--- src/design/dotted_ipv4_text_parser_assert.svh ---
// ----------------------------------------------------------------------------
// Dotted IPv4 text parser assertion macros
// Concurrent checks sampled on clk and disabled while arst_n is low.
// ----------------------------------------------------------------------------
`ifndef DOTTED_IPV4_TEXT_PARSER_ASSERT_SVH
`define DOTTED_IPV4_TEXT_PARSER_ASSERT_SVH

// The consequent must hold in the same cycle as the antecedent.
`define DIPV4_ASSERT_SAME(label, ante, cons) \
	label: assert property (@(posedge clk) disable iff (!arst_n) (ante) |-> (cons)) \
		else $error("dotted_ipv4_text_parser: same-cycle check failed");

// The consequent must hold in the cycle after the antecedent.
`define DIPV4_ASSERT_NEXT(label, ante, cons) \
	label: assert property (@(posedge clk) disable iff (!arst_n) (ante) |=> (cons)) \
		else $error("dotted_ipv4_text_parser: next-cycle check failed");

`endif

--- src/design/dipv4_pkg.sv ---
// ----------------------------------------------------------------------------
// Dotted IPv4 text parser package
// Shared types, character codes and range limits for the parser.
// ----------------------------------------------------------------------------
`timescale 1ns / 1ps

package dipv4_pkg;

	typedef enum logic [2:0] {
		PH_START,
		PH_ZERO,
		PH_DIGITS,
		PH_DONE,
		PH_ERROR
	} phase_t;

	typedef enum logic [1:0] {
		RX_DEC,
		RX_OCT,
		RX_HEX
	} radix_t;

	typedef struct packed {
		phase_t           phase;
		radix_t           radix;
		logic [31:0]      acc;
		logic [2:0][31:0] parts;
		logic [1:0]       count;
	} parse_state_t;

	localparam parse_state_t STATE_RESET = '{
		phase: PH_START,
		radix: RX_DEC,
		acc:   32'd0,
		parts: '0,
		count: 2'd0
	};

	localparam logic [7:0] CH_NUL  = 8'h00;
	localparam logic [7:0] CH_TAB  = 8'h09;
	localparam logic [7:0] CH_NL   = 8'h0A;
	localparam logic [7:0] CH_CR   = 8'h0D;
	localparam logic [7:0] CH_SP   = 8'h20;
	localparam logic [7:0] CH_DOT  = 8'h2E;
	localparam logic [7:0] CH_0    = 8'h30;
	localparam logic [7:0] CH_9    = 8'h39;
	localparam logic [7:0] CH_UA   = 8'h41;
	localparam logic [7:0] CH_UF   = 8'h46;
	localparam logic [7:0] CH_UX   = 8'h58;
	localparam logic [7:0] CH_LA   = 8'h61;
	localparam logic [7:0] CH_LF   = 8'h66;
	localparam logic [7:0] CH_LX   = 8'h78;
	localparam logic [7:0] CH_CASE = 8'h20;
	localparam logic [7:0] HEX_TEN = 8'd10;

	localparam logic [1:0] MAX_DOTS = 2'd3;

	localparam logic [31:0] LIMIT_8  = 32'h0000_00FF;
	localparam logic [31:0] LIMIT_16 = 32'h0000_FFFF;
	localparam logic [31:0] LIMIT_24 = 32'h00FF_FFFF;

endpackage

--- src/design/dipv4_step.sv ---
// ----------------------------------------------------------------------------
// Dotted IPv4 text parser character step
// Applies one character to the parse state and returns the next state.
// ----------------------------------------------------------------------------
`timescale 1ns / 1ps

module dipv4_step import dipv4_pkg::*; (
	input  logic [7:0]   char_code,
	input  parse_state_t cur,
	output parse_state_t nxt
);

	parse_state_t zero_st;

	function automatic parse_state_t digit_char(parse_state_t s, logic [7:0] c);
		parse_state_t r;
		logic [7:0]   cl;
		logic [31:0]  scaled;
		r = s;
		cl = (c inside {[CH_UA:CH_UF]}) ? 8'(c + CH_CASE) : c;
		case (s.radix)
			RX_HEX: scaled = {s.acc[27:0], 4'b0000};
			RX_OCT: scaled = {s.acc[28:0], 3'b000};
			default: scaled = {s.acc[28:0], 3'b000} + {s.acc[30:0], 1'b0};
		endcase
		if (cl inside {[CH_0:CH_9]}) begin
			r.acc = scaled + {24'd0, 8'(cl - CH_0)};
		end else if ((s.radix == RX_HEX) && (cl inside {[CH_LA:CH_LF]})) begin
			r.acc = {s.acc[27:0], 4'b0000} | {24'd0, 8'(cl - CH_LA + HEX_TEN)};
		end else if (cl == CH_DOT) begin
			if (s.count == MAX_DOTS) begin
				r.phase = PH_ERROR;
			end else begin
				for (int i = 0; i < 3; i++) begin
					if (s.count == 2'(i)) begin
						r.parts[i] = s.acc;
					end
				end
				r.count = s.count + 2'd1;
				r.acc = 32'd0;
				r.radix = RX_DEC;
				r.phase = PH_START;
			end
		end else if (cl inside {CH_NUL, CH_SP, CH_TAB, CH_NL, CH_CR}) begin
			r.phase = PH_DONE;
		end else begin
			r.phase = PH_ERROR;
		end
		return r;
	endfunction

	always_comb begin
		zero_st = cur;
		zero_st.acc = 32'd0;
		zero_st.phase = PH_DIGITS;
		zero_st.radix = (char_code == CH_LX || char_code == CH_UX) ? RX_HEX : RX_OCT;
	end

	always_comb begin
		nxt = cur;
		case (cur.phase)
			PH_START: begin
				if (!(char_code inside {[CH_0:CH_9]})) begin
					nxt.phase = PH_ERROR;
				end else if (char_code == CH_0) begin
					nxt.acc = 32'd0;
					nxt.phase = PH_ZERO;
				end else begin
					nxt.radix = RX_DEC;
					nxt.acc = {24'd0, 8'(char_code - CH_0)};
					nxt.phase = PH_DIGITS;
				end
			end
			PH_ZERO: begin
				if (zero_st.radix == RX_HEX) begin
					nxt = zero_st;
				end else begin
					nxt = digit_char(zero_st, char_code);
				end
			end
			PH_DIGITS: begin
				nxt = digit_char(cur, char_code);
			end
			default: begin
				nxt = cur;
			end
		endcase
	end

endmodule

--- src/design/dipv4_pack.sv ---
// ----------------------------------------------------------------------------
// Dotted IPv4 text parser result packer
// Checks part ranges for the address form and assembles the 32-bit address.
// ----------------------------------------------------------------------------
`timescale 1ns / 1ps

module dipv4_pack import dipv4_pkg::*; (
	input  parse_state_t fin,
	output logic         valid_res,
	output logic [31:0]  address
);

	logic        ended;
	logic        p0_ok;
	logic        p1_ok;
	logic        p2_ok;
	logic        fit;
	logic [31:0] merged;

	// The end of the string acts as a terminator for a part still in progress.
	assign ended = (fin.phase == PH_DONE) || (fin.phase == PH_ZERO) ||
		(fin.phase == PH_DIGITS);

	assign p0_ok = (fin.parts[0] <= LIMIT_8);
	assign p1_ok = (fin.parts[1] <= LIMIT_8);
	assign p2_ok = (fin.parts[2] <= LIMIT_8);

	always_comb begin
		case (fin.count)
			2'd0: begin
				fit = 1'b1;
				merged = fin.acc;
			end
			2'd1: begin
				fit = p0_ok && (fin.acc <= LIMIT_24);
				merged = fin.acc | {fin.parts[0][7:0], 24'd0};
			end
			2'd2: begin
				fit = p0_ok && p1_ok && (fin.acc <= LIMIT_16);
				merged = fin.acc | {fin.parts[0][7:0], fin.parts[1][7:0], 16'd0};
			end
			default: begin
				fit = p0_ok && p1_ok && p2_ok && (fin.acc <= LIMIT_8);
				merged = fin.acc |
					{fin.parts[0][7:0], fin.parts[1][7:0], fin.parts[2][7:0], 8'd0};
			end
		endcase
	end

	assign valid_res = ended && fit;
	assign address = valid_res ? merged : 32'd0;

endmodule

--- src/design/dotted_ipv4_text_parser.sv ---
// ----------------------------------------------------------------------------
// Dotted IPv4 text parser
// Parses an IPv4 address in dotted text, one character per request.
// ----------------------------------------------------------------------------
// Channel  Direction  Handshake            Payload
// in       input      in_valid / in_ready  char_code, last_char
// out      output     out_valid/out_ready  valid_res, address
//
// One character is taken per cycle unless a held result stalls a final character;
// its result is offered from the result register behind the input register.
// Reset returns the parse state to the start of an address and empties both
// registers. A held result stalls only a final character; other characters
// keep flowing while the result waits.
// ----------------------------------------------------------------------------
`timescale 1ns / 1ps
`include "dotted_ipv4_text_parser_assert.svh"

module dotted_ipv4_text_parser import dipv4_pkg::*; (
	input  logic        clk,
	input  logic        arst_n,
	input  logic        in_valid,
	output logic        in_ready,
	input  logic [7:0]  char_code,
	input  logic        last_char,
	output logic        out_valid,
	input  logic        out_ready,
	output logic        valid_res,
	output logic [31:0] address
);

	logic         valid_s1;
	logic [7:0]   char_s1;
	logic         last_s1;
	parse_state_t state_q;
	parse_state_t next_st;
	logic         out_valid_q;
	logic         valid_res_q;
	logic [31:0]  address_q;
	logic         out_free;
	logic         fire_s1;
	logic         res_valid;
	logic [31:0]  res_address;

	dipv4_step u_step (
		.char_code (char_s1),
		.cur       (state_q),
		.nxt       (next_st)
	);

	dipv4_pack u_pack (
		.fin       (next_st),
		.valid_res (res_valid),
		.address   (res_address)
	);

	assign out_free = !out_valid_q || out_ready;
	assign fire_s1 = valid_s1 && (!last_s1 || out_free);
	assign in_ready = !valid_s1 || fire_s1;

	always_ff @(posedge clk or negedge arst_n) begin
		if (!arst_n) begin
			valid_s1 <= 1'b0;
		end else if (in_ready) begin
			valid_s1 <= in_valid;
		end
	end

	always_ff @(posedge clk) begin
		if (in_valid && in_ready) begin
			char_s1 <= char_code;
			last_s1 <= last_char;
		end
	end

	always_ff @(posedge clk or negedge arst_n) begin
		if (!arst_n) begin
			state_q <= STATE_RESET;
		end else if (fire_s1) begin
			state_q <= last_s1 ? STATE_RESET : next_st;
		end
	end

	always_ff @(posedge clk or negedge arst_n) begin
		if (!arst_n) begin
			out_valid_q <= 1'b0;
		end else if (fire_s1 && last_s1) begin
			out_valid_q <= 1'b1;
		end else if (out_ready) begin
			out_valid_q <= 1'b0;
		end
	end

	always_ff @(posedge clk) begin
		if (fire_s1 && last_s1) begin
			valid_res_q <= res_valid;
			address_q <= res_address;
		end
	end

	assign out_valid = out_valid_q;
	assign valid_res = valid_res_q;
	assign address = address_q;

	`DIPV4_ASSERT_SAME(a_invalid_zero, out_valid_q && !valid_res_q, address_q == 32'd0)
	`DIPV4_ASSERT_NEXT(a_last_gives_result, fire_s1 && last_s1, out_valid_q)
	`DIPV4_ASSERT_NEXT(a_state_cleared, fire_s1 && last_s1, state_q == STATE_RESET)
	`DIPV4_ASSERT_NEXT(a_stage_holds, valid_s1 && !fire_s1, valid_s1 && $stable(char_s1))

endmodule

--- config.mk ---
export PLATFORM = sky130hd
export DESIGN_NAME = dotted_ipv4_text_parser
export DESIGN_NICKNAME = d
export VERILOG_FILES = /design/src/design/dipv4_pkg.sv /design/src/design/dipv4_step.sv /design/src/design/dipv4_pack.sv /design/src/design/dotted_ipv4_text_parser.sv
export VERILOG_INCLUDE_DIRS = /design/src /design/src/design
export SDC_FILE = /design/constraint.sdc
export NUM_CORES = 1
export LEC_CHECK = 0
export ABC_AREA = 1
export BUFFER_PORTS_ARGS = -buffer_cell sky130_fd_sc_hd__buf_2
export CAP_MARGIN = 40
export CORE_UTILIZATION = 31
export DETAILED_ROUTE_END_ITERATION = 10
export HOLD_SLACK_MARGIN = 0.06
export SYNTH_ARGS = -nofsm -noshare
export SYNTH_HDL_FRONTEND = slang
export SYNTH_SLANG_ARGS = --single-unit
export TNS_END_PERCENT = 100
--- constraint.sdc ---
create_clock -name clk -period 4.8 [get_ports clk]
set_input_delay 0.48 -clock clk [delete_from_list [all_inputs] [get_ports clk]]
set_output_delay 0.48 -clock clk [all_outputs]
set_load 0.03 [all_outputs]
==> results of run 1 <==
metrics by stage:
step,TNS (ps),utilization,setup WS [ps]
after global placement,0,0.348,35.1
after floorplan,0,-,338
after global routing,-1520,0.375,-70.1
final,0,0.375,203
after CTS,0,0.364,12.1
after detailed placement,-847,0.350,-55.0
cells in the mapped netlist (all sizes together) (4+ instances only):
library cell / instances / area share
nor2: 189 / 0.067
o21a: 5 / 0.0026
xor2: 12 / 0.0073
dfrtp: 137 / 0.24
or2: 6 / 0.0026
o21ai: 164 / 0.057
a31oi: 6 / 0.0026
o211ai: 12 / 0.0063
o22ai: 99 / 0.043
a22o: 4 / 0.0024
edfxtp: 42 / 0.088
nor3: 13 / 0.0072
buf: 28 / 0.014
nand2: 611 / 0.16
clkbuf: 49 / 0.013
ha: 52 / 0.045
xnor2: 5 / 0.0031
a221oi: 5 / 0.0031
inv: 319 / 0.083
and2: 4 / 0.0017
a211oi: 4 / 0.0021
a21boi: 7 / 0.0037
a22oi: 25 / 0.013
nand4: 25 / 0.011
o221ai: 23 / 0.014
nand3: 157 / 0.059
a21oi: 95 / 0.035
cells by family (layout without fill, tap and decap cells):
family	count (synthesis)	count (layout)	synth area share
compound gates	458	458	0.190
xor+xnor	17	17	0.0104
fa+ha+maj	54	54	0.0481
buf+inv	399	537	0.111
flops	179	179	0.327
simple gates	1008	1008	0.314
worst max-delay path: cells and delay by family, from the launching register on:
kind                     cells  cell delay [ps]
adder cells (fa/ha/maj)      2              720
flip-flops                   1              400
buffers and inverters        4              640
AO/OA/AOI/OAI                3              640
AND/OR/NAND/NOR             19             1850
XOR/XNOR                     1              190
routing by layer:
metal  vias to the layer above  GRT usage  part of all wire
li1                       7252          -                 -
met1                      7223      0.318              0.44
met2                       634      0.363              0.45
met3                        92     0.0361             0.082
met4                         0     0.0711             0.029
met5                         -          0                 0
worst max path at each step:
stage / slack [ps] / start / depth (start not counted) / endpoint
2_1_floorplan: 340 / char_s1[4] / 35 / address[3]
3_3_place_gp: 40 / char_s1[1] / 37 / address[18]
3_5_place_dp: -50 / char_s1[1] / 33 / valid_res
4_1_cts: 10 / char_s1[1] / 37 / address[1]
5_1_grt: -70 / char_s1[4] / 32 / address[7]
6_report: 200 / state_q[100] / 29 / address[7]
sequential cells by signal, summed over array words and instances (netlist names):
name,count
address,32
char_s1,8
last_s1,1
out_valid,1
state_q,135
valid_res,1
valid_s1,1
final cells by class:
class | instances | area share
Clock inverter | 15 | 0.0120
Tap cell | 600 | 0.0440
Inverter | 322 | 0.0710
Multi-Input combinational cell | 1537 | 0.492
Clock buffer | 17 | 0.0249
Timing Repair Buffer | 183 | 0.0808
Sequential cell | 179 | 0.275
timing repair:
action | CTS | global route
setup endpoints to repair | 32 | 34
hold buffers | 1 | 0
gates resized for setup | 5 | 90
pin swaps | 0 | 33
hold endpoints to repair | 42 | 0
cloned | 0 | 3
buffers inserted | 0 | 16
power breakdown:
group,switching [mW],leakage (nW),internal (mW)
Sequential,0.0861,2.31,1.64
Combinational,2.75,5.13,1.20
Clock,0.777,0.306,0.764
==> flow_metrics.env, run 1 <==
export IMPL_crit_fanout=8
export IMPL_drc=0
export IMPL_post_dp_cell_area_sq_um=15900
export IMPL_die_w_um=217
export IMPL_clk_insertion_delay_late_ps=480
export IMPL_route_vias_total=15200
export IMPL_ys_types=54
export IMPL_layout_commonest_cell="nand2_1"
export IMPL_pin_count=48
export IMPL_hold_viol=0
export IMPL_antenna_found_initial=0
export IMPL_cts_made_buffers=17
export IMPL_timing_fmax_mhz=218
export IMPL_r2r_start="state_q[100]"
export IMPL_vias_per_cell=5.33
export IMPL_hold_start="char_code[3]"
export IMPL_clkSinkCount=179
export IMPL_hold_slack_ps=186
export IMPL_multi_input_area_sq_um=8400
export IMPL_firstDrtPassIters=7
export IMPL_track_usage=0.229
export IMPL_gr_total_overflow=0
export IMPL_nets=2307
export IMPL_finalInstanceArea_sq_um=17100
export IMPL_hold_class="in -> reg"
export IMPL_max_slew_worst_pin_slew_ps=797
export IMPL_dp_hpwl_mm=41.3
export IMPL_max_stage_delay_ps=400
export IMPL_grt_pass1_vias=14000
export IMPL_holdPathEnd="char_s1[3]"
export IMPL_yosysSeqAreaShare=0.327
export IMPL_crit_path_end_kind="flip-flop"
export IMPL_critPathSlowestCell="dfrtp_1"
export IMPL_syn_inst=2115
export IMPL_period_needed_ps=4600
export IMPL_relSlewSlack=0.463
export IMPL_worstRegToRegCells=29
export IMPL_synth_edf_count=42
export IMPL_min_path_cells=1
export IMPL_finalPower_mw=7.21
export IMPL_syn_area_per_cell_sq_um=6.79
export IMPL_synth_flop_cell="dfrtp_1"
export IMPL_placed_cells=2801
export IMPL_layout_cells_non_filler=2853
export IMPL_insertedDiodeCount=0
export IMPL_r2r_setup_slack_ps=200
export IMPL_clockRootBuffer="clkbuf_16"
export IMPL_status="complete, no violations"
export IMPL_dieArea_sq_um=47200
export IMPL_peakVddDrop_uv=265
export IMPL_cpMostUsedCell="nand2_1"
export IMPL_wirelength_mm=54.8
export IMPL_area_growth_pct=18.8
export IMPL_async_flop_share=0.765
export IMPL_clock_skew_ps=21.3
export IMPL_crit_arrival_ps=4930
export IMPL_cts_reportedPaths_clkPinSlew_ps=80
export IMPL_drt_iter0_drc=1434
export IMPL_grt_max_degree=79
export IMPL_rr_endpoint="address[7]"
export IMPL_netlist_area_sq_um=14400
export IMPL_cts_tree="yes"
export IMPL_wire_per_inst_um=19.2
export IMPL_yosysWarnings=0
export IMPL_rows=78
export IMPL_coreArea_sq_um=45500
export IMPL_seq_area_sq_um=4690
export IMPL_start_util=0.316
export IMPL_power_density_nw_per_um2=423
export IMPL_die_h_um=217
export IMPL_worst_ep_required_time_ps=5130
export IMPL_yosys_register_bits=179
export IMPL_finalSetupViolations=0
export IMPL_ant_nets=0
export IMPL_numPortBuffers=47
export IMPL_setup_worst_path_start_class="flip-flop"
export IMPL_p_leak_nw=7.74
export IMPL_period_share=0.958
export IMPL_crit_type="reg -> reg"
export IMPL_n_fill_cell=4849
export IMPL_final_cell_mix="nand2_1, inv_1, o21ai_0"
export IMPL_syn_num_nets=2182
export IMPL_slew_violations=0
export IMPL_rsz0062_at_grt="true"
export IMPL_gp_congestion=1.00
export IMPL_grt_pass1_wl_mm=82.7
export IMPL_cts_max_path_buffers=2
export IMPL_max_cap_violations=0
export IMPL_drive_gt1_frac=0.163
export IMPL_htree_levels=4
No activity file was read; power rests on OpenSTA's default activity.
==> inputs of run 2 (changes only) <==
--- a/config.mk
+++ b/config.mk
@@ -12,6 +12,7 @@
 export CORE_UTILIZATION = 31
 export DETAILED_ROUTE_END_ITERATION = 10
 export HOLD_SLACK_MARGIN = 0.06
+export RECOVER_POWER = 100
 export SYNTH_ARGS = -nofsm -noshare
 export SYNTH_HDL_FRONTEND = slang
 export SYNTH_SLANG_ARGS = --single-unit
==> run 2 against run 1 <==
Net effect:
- the run now ends with capacitance limit, slew limit left
- global-route usage stayed put
- power is 0.13% lower
- worst hold slack better by 1.6 ps
- critical path type unchanged
==> flow_metrics.env, run 2 (synthesized netlist as in run 1, its figures left out) <==
export IMPL_power_density_nw_per_um2=425
export IMPL_r2r_start="state_q[100]"
export IMPL_die_h_um=217
export IMPL_timing_fmax_mhz=218
export IMPL_area_growth_pct=18.2
export IMPL_clkSinkCount=179
export IMPL_fin_setup_tns_ps=0
export IMPL_relSlewSlack=-0.790
export IMPL_worst_ep_required_time_ps=5130
export IMPL_fin_ws_ps=209
export IMPL_numPortBuffers=47
export IMPL_placed_cells=2801
export IMPL_insertedDiodeCount=0
export IMPL_max_slew_worst_pin_slew_ps=2690
export IMPL_p_switching_mw=3.61
export IMPL_dpl_worst_slack_ps=-55.0
export IMPL_htree_levels=4
export IMPL_crit_arrival_ps=4920
export IMPL_cts_max_path_buffers=2
export IMPL_violations="capacitance limit, slew limit"
export IMPL_n_fill_cell=4877
export IMPL_drt_met1_wl_mm=24.2
export IMPL_regMostFlops="state_q"
export IMPL_largest_reg_flops=135
export IMPL_drc=0
export IMPL_layout_cells_non_filler=2853
export IMPL_cpMostUsedCell="nand2_1"
export IMPL_track_usage=0.229
export IMPL_status="finished, violations left"
export IMPL_finalPower_mw=7.20
export IMPL_rows=78
export IMPL_maxUsedRoutingLayer="met4"
export IMPL_drive_gt1_frac=0.144
export IMPL_crit_path_end_kind="flip-flop"
export IMPL_gp_congestion=1.00
export IMPL_grt_pass1_wl_mm=82.7
export IMPL_hold_slack_ps=188
export IMPL_max_cap_violations=2
export IMPL_coreArea_sq_um=45500
export IMPL_wl_met2_mm=24.6
export IMPL_crit_type="reg -> reg"
export IMPL_die_w_um=217
export IMPL_wire_per_inst_um=19.2
export IMPL_cts_tree="yes"
export IMPL_antenna_found_initial=0
export IMPL_crit_fanout=8
export IMPL_clock_skew_ps=23.4
export IMPL_drt_iter0_drc=1583
export IMPL_critPathSlowestCell="dfrtp_1"
export IMPL_post_dp_cell_area_sq_um=15900
export IMPL_period_needed_ps=4590
export IMPL_hold_class="in -> reg"
export IMPL_period_share=0.956
export IMPL_seqPwrFrac=0.240
export IMPL_pin_count=48
export IMPL_start_util=0.316
export IMPL_pwr_share_comb=0.546
export IMPL_p_leak_nw=7.62
export IMPL_hold_viol=0
export IMPL_grt_pass1_vias=14000
export IMPL_firstDrtPassIters=6
export IMPL_layout_commonest_cell="nand2_1"
export IMPL_timing_critical_path_from="state_q[100]"
export IMPL_clockRootBuffer="clkbuf_16"
export IMPL_clk_insertion_delay_late_ps=480
export IMPL_dieArea_sq_um=47200
export IMPL_rsz0062_at_grt="true"
export IMPL_final_util=0.373
export IMPL_ant_nets=0
export IMPL_wirelength_mm=54.8
export IMPL_route_vias_total=15200
export IMPL_final_cell_mix="nand2_1, inv_1, o21ai_0"
export IMPL_max_stage_delay_ps=400
export IMPL_peakVddDrop_uv=265
export IMPL_grt_max_degree=79
export IMPL_finalSetupViolations=0
export IMPL_dp_hpwl_mm=41.3
export IMPL_finalInstanceArea_sq_um=17000
export IMPL_vias_per_cell=5.32
export IMPL_setup_worst_path_start_class="flip-flop"
export IMPL_gr_total_overflow=0
export IMPL_cts_made_buffers=17
export IMPL_cts_reportedPaths_clkPinSlew_ps=80
export IMPL_p_sw_frac=0.501
export IMPL_met3_wirelength_mm=4.44
export IMPL_clkPwrFrac=0.214
export IMPL_nets=2307
export IMPL_slew_violations=81
export IMPL_power_internal_mw=3.59
export IMPL_hold_start="char_code[3]"
[run 2: changes by cell type in the layout (fill, tap and decap cells not counted), sizes merged]
cell / change
clkbuf: +42
buf: -42
[run 2: timing repair]
| item | 4_1_cts | 5_1_grt |
|---|---|---|
| hold buffers | 1 | 0 |
| endpoints found under the hold margin | 42 | 0 |
| resized for setup | 5 | 90 |
| setup buffers | 0 | 16 |
| endpoints found under the setup margin | 32 | 34 |
| pin swaps | 0 | 33 |
| gates cloned | 0 | 3 |
[run 2: metal layers]
layer,global-route usage,vias up
li1,-,7251
met1,0.318,7205
met2,0.363,629
met3,0.0361,88
met4,0.0711,0
met5,0,-
[run 2: layout make-up]
cell class,instances,area [sq um],share of cell area
Clock buffer,17,425,0.0251
Clock inverter,15,205,0.0121
Inverter,322,1210,0.0714
Multi-Input combinational cell,1537,8390,0.495
Sequential cell,179,4690,0.276
Tap cell,600,751,0.0443
Timing Repair Buffer,183,1290,0.0760
[run 2: path summary, 6_finish.rpt]
kind	cells after the start	to	slack, ps
setup / recovery	29	address[7]	210
hold / removal	1	char_s1[3]	190
setup reg to reg	29	address[7]	210
hold reg to reg	2	state_q[13]	490
max in group asynchronous	3	state_q[101]	930
min in group asynchronous	2	state_q[52]	1410
[run 2: critical path, delay by kind of cell, from the launching register on]
kind | cells | cell delay, ps
compound gates | 3 | 640
xor+xnor | 1 | 190
fa+ha+maj | 2 | 720
buf+inv | 4 | 640
flops | 1 | 400
simple gates | 19 | 1830
[run 2: power groups by stage]
stage	logic, mW	registers (mW)	clock network (mW)
after global routing	4.22	1.74	1.62
after floorplan	2.28	1.78	0
final	3.93	1.73	1.54
after global placement	3.49	1.76	0
after detailed placement	3.49	1.76	0
after CTS	3.51	1.73	1.56
